--- src/rtl/paa_pkg.sv ---
package paa_pkg;

    localparam int unsigned WINDOW   = 5;
    localparam int unsigned CNT_W    = $clog2(WINDOW + 1);
    localparam int unsigned DIST_W   = 9;
    localparam int unsigned PER_W    = 16;
    localparam int unsigned SUM_W    = $clog2(511 * WINDOW + 1);
    localparam int unsigned PROD_W   = DIST_W + CNT_W;
    localparam int unsigned CMP_W    = (SUM_W > PROD_W) ? SUM_W : PROD_W;
    localparam int unsigned NUM_REGS = 7;
    localparam int unsigned IDX_W    = $clog2(NUM_REGS);
    localparam int unsigned ADDR_W   = IDX_W + 2;

    // cm = (echo_us * 1124) >> 16, i.e. echo_us * 0.01715
    localparam logic [10:0] CM_SCALE = 11'd1124;

    localparam logic [7:0] INTEN_CRITICAL = 8'd255;
    localparam logic [7:0] INTEN_WARNING  = 8'd128;
    localparam logic [7:0] INTEN_CAUTION  = 8'd64;

    localparam logic OP_ECHO = 1'b0;
    localparam logic OP_TICK = 1'b1;

    typedef enum logic [1:0] {
        LVL_NORMAL   = 2'd0,
        LVL_CAUTION  = 2'd1,
        LVL_WARNING  = 2'd2,
        LVL_CRITICAL = 2'd3
    } level_t;

    typedef enum logic [IDX_W-1:0] {
        REG_CRITICAL_CM  = 3'd0,
        REG_WARNING_CM   = 3'd1,
        REG_CAUTION_CM   = 3'd2,
        REG_MAX_RANGE_CM = 3'd3,
        REG_CRITICAL_PER = 3'd4,
        REG_WARNING_PER  = 3'd5,
        REG_CAUTION_PER  = 3'd6
    } reg_idx_t;

    typedef struct packed {
        logic [PER_W-1:0] critical_per;
        logic [PER_W-1:0] warning_per;
        logic [PER_W-1:0] caution_per;
    } period_cfg_t;

endpackage

--- src/rtl/paa_cell.sv ---
module paa_cell (
    input  logic                       aclk,
    input  logic                       aresetn,
    input  logic                       shift_en,
    input  logic [paa_pkg::DIST_W-1:0] dist_in,
    output logic [paa_pkg::DIST_W-1:0] dist_out
);

    logic [paa_pkg::DIST_W-1:0] dist_reg;
    logic [paa_pkg::DIST_W-1:0] dist_next;

    always_comb begin
        dist_next = dist_reg;
        if (shift_en) begin
            dist_next = dist_in;
        end
    end

    always_ff @(posedge aclk) begin
        if (!aresetn) begin
            dist_reg <= '0;
        end else begin
            dist_reg <= dist_next;
        end
    end

    assign dist_out = dist_reg;

endmodule

--- src/rtl/paa_buzzer.sv ---
module paa_buzzer (
    input  logic                 aclk,
    input  logic                 aresetn,
    input  logic                 tick,
    input  paa_pkg::level_t      level,
    input  paa_pkg::period_cfg_t periods,
    output logic [7:0]           drive_next
);

    logic [paa_pkg::PER_W-1:0] elapsed_reg;
    logic [paa_pkg::PER_W-1:0] elapsed_next;
    logic                      phase_reg;
    logic                      phase_next;
    logic [7:0]                drive_reg;
    logic [paa_pkg::PER_W-1:0] elapsed_inc;
    logic [paa_pkg::PER_W-1:0] period;
    logic [7:0]                inten;

    always_comb begin
        unique case (level)
            paa_pkg::LVL_CRITICAL: begin
                period = periods.critical_per;
                inten  = paa_pkg::INTEN_CRITICAL;
            end
            paa_pkg::LVL_WARNING: begin
                period = periods.warning_per;
                inten  = paa_pkg::INTEN_WARNING;
            end
            default: begin
                period = periods.caution_per;
                inten  = paa_pkg::INTEN_CAUTION;
            end
        endcase
    end

    always_comb begin
        elapsed_inc  = (&elapsed_reg) ? elapsed_reg : elapsed_reg + 1'b1;
        elapsed_next = elapsed_reg;
        phase_next   = phase_reg;
        drive_next   = drive_reg;
        if (tick) begin
            elapsed_next = elapsed_inc;
            if (level == paa_pkg::LVL_NORMAL) begin
                drive_next = '0;
            end else if (elapsed_inc >= period) begin
                elapsed_next = '0;
                phase_next   = ~phase_reg;
                drive_next   = phase_next ? inten : 8'd0;
            end
        end
    end

    always_ff @(posedge aclk) begin
        if (!aresetn) begin
            elapsed_reg <= '0;
            phase_reg   <= 1'b0;
            drive_reg   <= '0;
        end else begin
            elapsed_reg <= elapsed_next;
            phase_reg   <= phase_next;
            drive_reg   <= drive_next;
        end
    end

endmodule

--- src/rtl/proximity_alarm_averager.sv ---
// Proximity alarm averager. Each item is either an echo sample (op 0), which
// converts the echo time to cm, pushes it through a row of window cells and
// re-grades the alarm level from the running sum, or a millisecond tick
// (op 1), which steps the buzzer timer. Every item yields one result item in
// the cycle after it is accepted; one item is taken every cycle while no held
// result waits on m_ready, since the result register hands off to the output
// while the next item is accepted. The window shifts one cell per sample.
// Configuration registers sit at byte address 4*index on the APB port.
module proximity_alarm_averager (
    input  logic                        aclk,
    input  logic                        aresetn,
    input  logic                        psel,
    input  logic                        penable,
    input  logic                        pwrite,
    input  logic [paa_pkg::ADDR_W-1:0]  paddr,
    input  logic [31:0]                 pwdata,
    output logic [31:0]                 prdata,
    output logic                        pready,
    input  logic                        s_valid,
    output logic                        s_ready,
    input  logic                        s_op,
    input  logic [15:0]                 s_echo_us,
    output logic                        m_valid,
    input  logic                        m_ready,
    output logic [1:0]                  m_level,
    output logic                        m_led_green,
    output logic                        m_led_yellow,
    output logic                        m_led_red,
    output logic [7:0]                  m_buzzer_drive,
    output logic [8:0]                  m_distance_cm,
    output logic [11:0]                 m_window_sum,
    output logic [2:0]                  m_window_count
);

    localparam int unsigned DW = paa_pkg::DIST_W;

    // configuration
    logic [DW-1:0]        crit_cm_reg, warn_cm_reg, caut_cm_reg, max_cm_reg;
    paa_pkg::period_cfg_t periods_reg;
    paa_pkg::reg_idx_t    cfg_idx;
    logic                 cfg_wr;

    assign pready  = 1'b1;
    assign cfg_idx = paa_pkg::reg_idx_t'(paddr[paa_pkg::ADDR_W-1:2]);
    assign cfg_wr  = psel && penable && pwrite && pready;

    always_ff @(posedge aclk) begin
        if (!aresetn) begin
            crit_cm_reg              <= 9'd10;
            warn_cm_reg              <= 9'd20;
            caut_cm_reg              <= 9'd30;
            max_cm_reg               <= 9'd400;
            periods_reg.critical_per <= 16'd200;
            periods_reg.warning_per  <= 16'd500;
            periods_reg.caution_per  <= 16'd1000;
        end else if (cfg_wr) begin
            unique case (cfg_idx)
                paa_pkg::REG_CRITICAL_CM:  crit_cm_reg              <= pwdata[DW-1:0];
                paa_pkg::REG_WARNING_CM:   warn_cm_reg              <= pwdata[DW-1:0];
                paa_pkg::REG_CAUTION_CM:   caut_cm_reg              <= pwdata[DW-1:0];
                paa_pkg::REG_MAX_RANGE_CM: max_cm_reg               <= pwdata[DW-1:0];
                paa_pkg::REG_CRITICAL_PER: periods_reg.critical_per <= pwdata[15:0];
                paa_pkg::REG_WARNING_PER:  periods_reg.warning_per  <= pwdata[15:0];
                paa_pkg::REG_CAUTION_PER:  periods_reg.caution_per  <= pwdata[15:0];
                default: ;
            endcase
        end
    end

    always_comb begin
        unique case (cfg_idx)
            paa_pkg::REG_CRITICAL_CM:  prdata = {23'd0, crit_cm_reg};
            paa_pkg::REG_WARNING_CM:   prdata = {23'd0, warn_cm_reg};
            paa_pkg::REG_CAUTION_CM:   prdata = {23'd0, caut_cm_reg};
            paa_pkg::REG_MAX_RANGE_CM: prdata = {23'd0, max_cm_reg};
            paa_pkg::REG_CRITICAL_PER: prdata = {16'd0, periods_reg.critical_per};
            paa_pkg::REG_WARNING_PER:  prdata = {16'd0, periods_reg.warning_per};
            paa_pkg::REG_CAUTION_PER:  prdata = {16'd0, periods_reg.caution_per};
            default:                   prdata = '0;
        endcase
    end

    // handshake
    logic accept, sample, tick;
    logic out_valid_reg;

    assign s_ready = !out_valid_reg || m_ready;
    assign accept  = s_valid && s_ready;
    assign sample  = accept && (s_op == paa_pkg::OP_ECHO);
    assign tick    = accept && (s_op == paa_pkg::OP_TICK);

    // distance conversion
    logic [26:0] echo_prod;
    logic [10:0] raw_cm;
    logic [DW-1:0] dist_cm;

    assign echo_prod = 27'(s_echo_us) * 27'(paa_pkg::CM_SCALE);
    assign raw_cm    = echo_prod[26:16];
    assign dist_cm   = (raw_cm == '0 || raw_cm > 11'(max_cm_reg)) ? max_cm_reg
                                                                 : raw_cm[DW-1:0];

    // window chain: newest enters cell 0, oldest leaves the last cell
    logic [DW-1:0] link [paa_pkg::WINDOW+1];

    assign link[0] = dist_cm;

    for (genvar i = 0; i < paa_pkg::WINDOW; i++) begin : g_cell
        paa_cell u_cell (
            .aclk     (aclk),
            .aresetn  (aresetn),
            .shift_en (sample),
            .dist_in  (link[i]),
            .dist_out (link[i+1])
        );
    end

    // running sum, count and level
    logic [paa_pkg::SUM_W-1:0] sum_reg, sum_next;
    logic [paa_pkg::CNT_W-1:0] cnt_reg, cnt_next;
    paa_pkg::level_t           level_reg, level_next;
    logic [DW-1:0]             last_dist_reg, last_dist_next;
    logic [paa_pkg::CMP_W-1:0] sum_cmp, crit_lim, warn_lim, caut_lim;

    always_comb begin
        sum_next       = sum_reg;
        cnt_next       = cnt_reg;
        last_dist_next = last_dist_reg;
        if (sample) begin
            sum_next       = sum_reg - paa_pkg::SUM_W'(link[paa_pkg::WINDOW])
                           + paa_pkg::SUM_W'(dist_cm);
            last_dist_next = dist_cm;
            if (cnt_reg != paa_pkg::CNT_W'(paa_pkg::WINDOW)) begin
                cnt_next = cnt_reg + 1'b1;
            end
        end
    end

    assign sum_cmp  = paa_pkg::CMP_W'(sum_next);
    assign crit_lim = paa_pkg::CMP_W'(paa_pkg::PROD_W'(crit_cm_reg)
                                      * paa_pkg::PROD_W'(cnt_next));
    assign warn_lim = paa_pkg::CMP_W'(paa_pkg::PROD_W'(warn_cm_reg)
                                      * paa_pkg::PROD_W'(cnt_next));
    assign caut_lim = paa_pkg::CMP_W'(paa_pkg::PROD_W'(caut_cm_reg)
                                      * paa_pkg::PROD_W'(cnt_next));

    always_comb begin
        level_next = level_reg;
        if (sample) begin
            if (cnt_next == '0) begin
                level_next = paa_pkg::LVL_NORMAL;
            end else if (sum_cmp <= crit_lim) begin
                level_next = paa_pkg::LVL_CRITICAL;
            end else if (sum_cmp <= warn_lim) begin
                level_next = paa_pkg::LVL_WARNING;
            end else if (sum_cmp <= caut_lim) begin
                level_next = paa_pkg::LVL_CAUTION;
            end else begin
                level_next = paa_pkg::LVL_NORMAL;
            end
        end
    end

    always_ff @(posedge aclk) begin
        if (!aresetn) begin
            sum_reg       <= '0;
            cnt_reg       <= '0;
            level_reg     <= paa_pkg::LVL_NORMAL;
            last_dist_reg <= '0;
        end else begin
            sum_reg       <= sum_next;
            cnt_reg       <= cnt_next;
            level_reg     <= level_next;
            last_dist_reg <= last_dist_next;
        end
    end

    // buzzer runs off the level held before this item
    logic [7:0] drive_next;

    paa_buzzer u_buzzer (
        .aclk       (aclk),
        .aresetn    (aresetn),
        .tick       (tick),
        .level      (level_reg),
        .periods    (periods_reg),
        .drive_next (drive_next)
    );

    // result register
    paa_pkg::level_t     out_level_reg;
    logic [7:0]          out_drive_reg;
    logic [DW-1:0]       out_dist_reg;
    logic [11:0]         out_sum_reg;
    logic [2:0]          out_cnt_reg;

    always_ff @(posedge aclk) begin
        if (!aresetn) begin
            out_valid_reg <= 1'b0;
        end else if (accept) begin
            out_valid_reg <= 1'b1;
        end else if (m_ready) begin
            out_valid_reg <= 1'b0;
        end
    end

    always_ff @(posedge aclk) begin
        if (accept) begin
            out_level_reg <= level_next;
            out_drive_reg <= drive_next;
            out_dist_reg  <= last_dist_next;
            out_sum_reg   <= 12'(sum_next);
            out_cnt_reg   <= 3'(cnt_next);
        end
    end

    assign m_valid        = out_valid_reg;
    assign m_level        = out_level_reg;
    assign m_led_green    = (out_level_reg == paa_pkg::LVL_NORMAL)
                         || (out_level_reg == paa_pkg::LVL_CAUTION);
    assign m_led_yellow   = (out_level_reg == paa_pkg::LVL_CAUTION)
                         || (out_level_reg == paa_pkg::LVL_WARNING);
    assign m_led_red      = (out_level_reg == paa_pkg::LVL_CRITICAL);
    assign m_buzzer_drive = out_drive_reg;
    assign m_distance_cm  = out_dist_reg;
    assign m_window_sum   = out_sum_reg;
    assign m_window_count = out_cnt_reg;

`ifndef ASSERT_OFF
    a_cnt_bound: assert property (@(posedge aclk) disable iff (!aresetn)
        cnt_reg <= paa_pkg::CNT_W'(paa_pkg::WINDOW))
        else $error("window count beyond depth");

    a_sum_bound: assert property (@(posedge aclk) disable iff (!aresetn)
        32'(sum_reg) <= 32'(511) * 32'(cnt_reg))
        else $error("running sum exceeds count times max distance");

    a_cnt_step: assert property (@(posedge aclk) disable iff (!aresetn)
        sample && (cnt_reg != paa_pkg::CNT_W'(paa_pkg::WINDOW))
        |=> cnt_reg == $past(cnt_reg) + 1'b1)
        else $error("sample did not advance window count");

    a_tick_holds_window: assert property (@(posedge aclk) disable iff (!aresetn)
        tick |=> $stable(sum_reg) && $stable(level_reg))
        else $error("tick disturbed window state");

    a_no_accept_when_blocked: assert property (@(posedge aclk) disable iff (!aresetn)
        out_valid_reg && !m_ready |-> !s_ready)
        else $error("item accepted over a held result");
`endif

endmodule

--- config.mk ---
export PLATFORM = sky130hd
export DESIGN_NAME = proximity_alarm_averager
export DESIGN_NICKNAME = d
export VERILOG_FILES = /design/src/rtl/paa_pkg.sv /design/src/rtl/paa_cell.sv /design/src/rtl/paa_buzzer.sv /design/src/rtl/proximity_alarm_averager.sv
export SDC_FILE = /design/constraint.sdc
export NUM_CORES = 1
export LEC_CHECK = 0
export BUFFER_PORTS_ARGS = -buffer_cell sky130_fd_sc_hd__buf_2
export CAP_MARGIN = 15
export CORE_MARGIN = 1.5
export CORE_UTILIZATION = 41
export CTS_CLUSTER_SIZE = 40
export DETAILED_ROUTE_END_ITERATION = 16
export SLEW_MARGIN = 5
export SYNTH_ARGS = -nofsm -noshare
export SYNTH_HDL_FRONTEND = slang
export SYNTH_SLANG_ARGS = --single-unit
export TNS_END_PERCENT = 100
--- constraint.sdc ---
create_clock -name aclk -period 11.11 [get_ports aclk]
set_input_delay 1.111 -clock aclk [delete_from_list [all_inputs] [get_ports aclk]]
set_output_delay 1.111 -clock aclk [all_outputs]
set_load 0.02 [all_outputs]
# ---- Word-level counts from Yosys, hierarchy flattened
# Cells that the tools add are included.
dict set report totals {
  inputBits 61
  elab_cells 100
  output_inout_bits 72
  register_bits 215
}
dict set report op_classes {
  order_cmp 5
  add_sub_neg 4
  mux 22
  multipliers 4
  n_eq_ne 12
  n_bitwise 3
  n_reduce_logical 25
}
# op n
set ops {}
lappend ops {{case mux 16 bit (7 select lines)} 1}
lappend ops {{2-to-1 mux 16 bit} 3}
lappend ops {{<= comparator 12 bit} 3}
lappend ops {{multiplier 9 x 3 -> 12 bit} 3}
lappend ops {{2-to-1 mux 8 bit} 4}
lappend ops {{case mux 16 bit (2 select lines)} 1}
lappend ops {{multiplier 16 x 9 -> 25 bit, second input constant} 1}
lappend ops {{2-to-1 mux 9 bit} 2}
lappend ops {{adder 16 x 1 -> 16 bit, second input constant} 1}
lappend ops {{>= comparator 16 bit} 1}
lappend ops {{case mux 8 bit (2 select lines)} 1}
lappend ops {{AND reduction 16 bit} 1}
lappend ops {{AND reduction 2 bit} 7}
lappend ops {{adder 12 x 9 -> 12 bit} 1}
lappend ops {{2-to-1 mux 12 bit} 1}
lappend ops {{subtractor 12 x 9 -> 12 bit} 1}
lappend ops {{> comparator 11 x 9 -> 1 bit} 1}
lappend ops {{logical NOT 11 bit} 1}
lappend ops {{== test 3 bit, second input constant} 3}
lappend ops {{== test 2 bit, second input constant} 4}
lappend ops {{2-to-1 mux 2 bit} 4}
lappend ops {{== test 3 x 2 -> 1 bit, second input constant} 2}
lappend ops {{logical NOT 3 bit} 2}
lappend ops {{2-to-1 mux 3 bit} 2}
lappend ops {{12 further kinds} 24}

# ---- Depth between registers and ports, before layout
dict set report logic_depth {
  word_depth 12
  depth_mapped 45
  ltp_nobuf 42
}

# ---- Modules after synthesis
# From an unflattened synthesis, not the netlist that was laid out.
dict set report unflattened {
  hier_cells 1817
  area_unflattened_um2 15967.8
}
# module seq_area_each_um2 n_inst area_per_inst_um2 cells_each
set by_module_without_submodules {}
lappend by_module_without_submodules {proximity_alarm_averager 3243.1 1 11820.1 1380}
lappend by_module_without_submodules {paa_buzzer 500.5 1 2458.6 297}
lappend by_module_without_submodules {paa_cell 180.2 5 337.8 28}

# ---- Worst setup path before layout
# No wires, ideal clock.
dict set report synth_timing {
  kind {in2reg}
  from {input port s_echo_us[10]}
  to {register out_level_reg[0], in the netlist m_level[0] (data pin)}
  setup_slack_ns 0.714
  setup_time_ns 0.132
  arrival_time_ns 10.264
  stages 38
  t_required_ns 10.978
  n_path_buf 2
  path_cell_list {ha_1 ha_1 fa_1 inv_1 fa_1 inv_1 ha_1 buf_2 a21o_1 nor4_4 o21ba_2 o21ai_0 xnor2_1 buf_2 inv_1 ha_1 nand2_1 nor3_1 [2 not listed] or3_1 a31oi_1 o21ai_0 fa_1 ha_1 a21o_1 a21o_1 a2111oi_0 o31ai_1 o41ai_1 mux2i_1 xor2_1 ha_1 nand4_1 nor3_1 or4_1 a21boi_0 o31a_1}
}
dict set report synth_via {
  elab_chain_cells 12
  elab_cells_between_ends 15
  cone_classes {1 x add/sub; 1 x mul; 4 x order compare; 7 x mux; 2 x reduce/logical}
}
# element line_no
set synth_lines {}
lappend synth_lines {{start: declaration} proximity_alarm_averager.sv:22} ;# input logic [15:0] s_echo_us,
lappend synth_lines {{multiplier 16 x 9 -> 25 bit (*)} proximity_alarm_averager.sv:97} ;# assign echo_prod = 27'(s_echo_us) * 27'(paa_pkg::CM_SCALE);
lappend synth_lines {{> comparator 11 x 9 -> 1 bit / logical NOT 11 bit (equally long branches)} proximity_alarm_averager.sv:99} ;# assign dist_cm = (raw_cm == '0 || raw_cm > 11'(max_cm_reg)) ? max_cm_reg
lappend synth_lines {{logical OR 1 bit} proximity_alarm_averager.sv:99}
lappend synth_lines {{2-to-1 mux 9 bit (*)} proximity_alarm_averager.sv:99}
lappend synth_lines {{named net dist_cm[1]} proximity_alarm_averager.sv:95} ;# logic [DW-1:0] dist_cm;
lappend synth_lines {{adder 12 x 9 -> 12 bit (*)} proximity_alarm_averager.sv:130} ;# + paa_pkg::SUM_W'(dist_cm);
lappend synth_lines {{2-to-1 mux 12 bit (*)} proximity_alarm_averager.sv:128} ;# if (sample) begin
lappend synth_lines {{named net sum_cmp, one bit} proximity_alarm_averager.sv:122} ;# logic [paa_pkg::CMP_W-1:0] sum_cmp, crit_lim, warn_lim, caut_lim;
lappend synth_lines {{<= comparator 12 bit} proximity_alarm_averager.sv:155} ;# end else if (sum_cmp <= caut_lim) begin
lappend synth_lines {{2-to-1 mux 1 bit} proximity_alarm_averager.sv:155}
lappend synth_lines {{2-to-1 mux 2 bit} proximity_alarm_averager.sv:153} ;# end else if (sum_cmp <= warn_lim) begin
lappend synth_lines {{2-to-1 mux 2 bit (*)} proximity_alarm_averager.sv:151} ;# end else if (sum_cmp <= crit_lim) begin
lappend synth_lines {{2-to-1 mux 2 bit (*)} proximity_alarm_averager.sv:149} ;# if (cnt_next == '0) begin
lappend synth_lines {{2-to-1 mux 2 bit (*)} proximity_alarm_averager.sv:148} ;# if (sample) begin
lappend synth_lines {{named net level_next[0]} proximity_alarm_averager.sv:120} ;# paa_pkg::level_t level_reg, level_next;
lappend synth_lines {{end signal: assignment} proximity_alarm_averager.sv:208} ;# out_level_reg <= level_next;
lappend synth_lines {{end: declaration} proximity_alarm_averager.sv:190} ;# paa_pkg::level_t out_level_reg;
# The timed path passes the listed nets; every way through them passes the cells marked *.
# A chain may end at the register's enable or synchronous reset.

# ---- Final worst setup path
dict set report layout_timing {
  from {input port s_echo_us[6]}
  to {register out_level_reg[0], in the netlist m_level[0] (data pin)}
}
# The elaborated chain is that of the path after synthesis.

==> results.toml <==
[critical_path]
reg2reg_depth = 23
arrival_ns = 10.81
rr_endpoint = "m_level[0]"
critPathKind = "in2reg"
start_kind = "input pin"
reg2reg_slack_ns = 4.10
cp_common_cell = "ha_1"
crit_fanout = 5
r2r_start = "m_valid"
critPathSlowestCell = "fa_1"
max_stage_delay_ns = 0.53
startpoint = "s_echo_us[6]"
cp.required_ns = 11.51
cp-end-kind = "flop"
critPathCapture = "m_level[0]"

[synth]
synth_top_flop_cell = "dfxtp_1"
syn_inst = 1838
ys_warn_count = 0
ys_ff_latch = 215
synth.largest_area_cell = "dfxtp_1"
synth_area_mm2 = 0.0156
synth-edff-count = 34
ys_types = 79
async_reset_ff_frac = 0
synth_area_leaders = "dfxtp_1 (23%), ha_1 (14%), nand2_1 (8.0%), fa_1 (7.1%), edfxtp_1 (6.6%)"
ys_top_cells_by_count = "nand2_1 (331), dfxtp_1 (181), ha_1 (179)"
post_synth.cell_area_avg_um2 = 8.48
netlist.area_leader.share = 0.233
yosysMostFrequentCell = "nand2_1"
ys_seq_area_frac = 0.298

[floorplanning]
start_util = 0.415
row_count = 71
dieArea_mm2 = 0.0392
io_pins = 133
die_y_um = 198
coreArea_mm2 = 0.0376
die_w_um = 198

[clock_network]
post_cts_buffers = 0
cts_root_buffer = "clkbuf_16"
worstSkewPairLatency_ns = 0.54
cts_sinks = 215
clk_pin_slew_ns = 0.06
cts_buffers = 26
tritoncts = "yes"
max-clock-path-buffers = 3
cts_max_level = 1

[run_status]
status = "completed"

[power]
p_per_area_mw_per_mm2 = 202
switching_power_mw = 1.40
power.share.combinational = 0.517
switching_share = 0.398
seqPwrFrac = 0.251
finalPower_mw = 3.52
leakage_nw = 7.73
peakVddDrop_mv = 0.0968
p_int_mw = 2.12
clock_power_share = 0.232

[final_layout]
drive_above_1_share = 0.118
seqCellArea_mm2 = 0.00464
postLayoutCoreUtil = 0.465
syn_to_final_growth_pct = 12.1
nets = 2211
largest_reg_flops = 48
fill_cells = 3710
stdcell_count = 2447
antenna_cells = 0
multi_input_area_mm2 = 0.0100
fin_area_mm2 = 0.0175

[sta]
worst_slew_pin_slew_ns = 1.14
final_hold_viol_count = 0
tns_ns = 0
hold_slack_ns = 0.446
min_period_ns = 10.40
timing.final.ws_setup_ns = 0.709
slew_headroom = 0.236
min_period_over_period = 0.936
rsz0062_at_grt = "false"
fmax_mhz = 96.1
skew_ns = 0.00846
setup_viol = 0
maxSlewViolCount = 0

[placed_design]
dp_hpwl_um = 29200
pre_cts_ws_ns = -0.0755
dp_cells = 2398
place_area_mm2 = 0.0166
io_buffer_count = 97
gp_congestion = 0.859

[global_route]
grt_pass1_vias = 12483
grt_pass1_wl_um = 63600
grt_overflow = 0
grt_max_degree = 89
track_usage = 0.203
antenna_found_initial = 0

[worst_hold_path]
hold_path_class = "reg2reg"

[routing]
ant_nets = 0
vias_per_cell = 5.32
post-route-drc-count = 0
drt_first_pass_iters = 5
wl_um = 39700
first_iter_violations = 753
vias = 13028
post_drt_wl_per_cell_um = 16.2

[flow_run]
cap_violations = 0
repair_timing:
| action | 4_1_cts | 5_1_grt |
|---|---|---|
| hold buffers | 0 | 0 |
| gates resized for setup | 0 | 6 |
| setup endpoints to repair | 0 | 4 |
power groups by stage:
| stage | logic (mW) | registers (mW) | clock network (mW) |
|---|---|---|---|
| after floorplan | 1.23 | 0.930 | 0 |
| after global placement | 1.75 | 0.902 | 0 |
| after detailed placement | 1.79 | 0.904 | 0 |
| after CTS | 1.80 | 0.888 | 0.838 |
| after global routing | 2.06 | 0.892 | 0.868 |
| final | 1.82 | 0.886 | 0.817 |
final cells by class:
type	count	share of cell area
Multi-Input combinational cell	1395	0.575
Sequential cell	215	0.266
Timing Repair Buffer	136	0.0444
Clock buffer	41	0.0428
Tap cell	511	0.0366
Inverter	142	0.0306
Clock inverter	7	0.00430
critical path: cells and delay by family:
kind / cells / cell delay, ns
AO/OA/AOI/OAI: 11 / 2.65
XOR/XNOR: 1 / 0.21
adder cells (fa/ha/maj): 9 / 3.25
buffers and inverters: 6 / 0.65
multiplexers: 1 / 0.26
AND/OR/NAND/NOR: 12 / 2.66
cell usage in the layout (no fill, tap or decap), drive strengths merged, types with 9 or more instances in the layout:
master	instances
nand2b	11
a21oi	164
nand3	48
a21o	27
o21a	9
and3	12
a22o	18
conb	17
xnor2	26
xor2	16
clkbuf	41
and2	52
nor2	86
mux2	14
o31ai	11
a211oi	18
inv	142
fa	55
a31oi	15
nor2b	22
nor3	28
dfxtp	181
edfxtp	34
nand2	331
ha	179
o21ai	64
mux2i	52
nand4	23
o21bai	13
buf	136
worst min-delay path by stage:
stage	from	to	depth (start not counted)
after global placement	g_cell[3].u_cell.dist_out[7]	g_cell[4].u_cell.dist_out[7]	2
after detailed placement	g_cell[0].u_cell.dist_out[5]	g_cell[1].u_cell.dist_out[5]	2
after global routing	g_cell[3].u_cell.dist_out[3]	g_cell[4].u_cell.dist_out[3]	2
after CTS	g_cell[1].u_cell.dist_out[6]	g_cell[2].u_cell.dist_out[6]	2
final	g_cell[1].u_cell.dist_out[6]	g_cell[2].u_cell.dist_out[6]	2
after floorplan	g_cell[0].u_cell.dist_out[0]	g_cell[1].u_cell.dist_out[0]	2
cell families (layout without fill, tap and decap cells):
group	after synthesis	in the layout	share of synthesized area
xor+xnor	42	42	0.0236
compound gates	386	386	0.159
fa+ha+maj	234	234	0.214
flops	215	215	0.298
simple gates	647	647	0.193
buf+inv	243	326	0.0634
mux	69	69	0.0479
other cells	2	17	0.000482
per-layer routing:
layer  track usage  up-vias  part of all wire
met5             0        -                 0
met4        0.0729        0             0.033
met3        0.0201       69             0.049
met2         0.358      306              0.49
met1         0.257     6188              0.43
li1              -     6465                 -
Power figures use the tool's default switching activity.
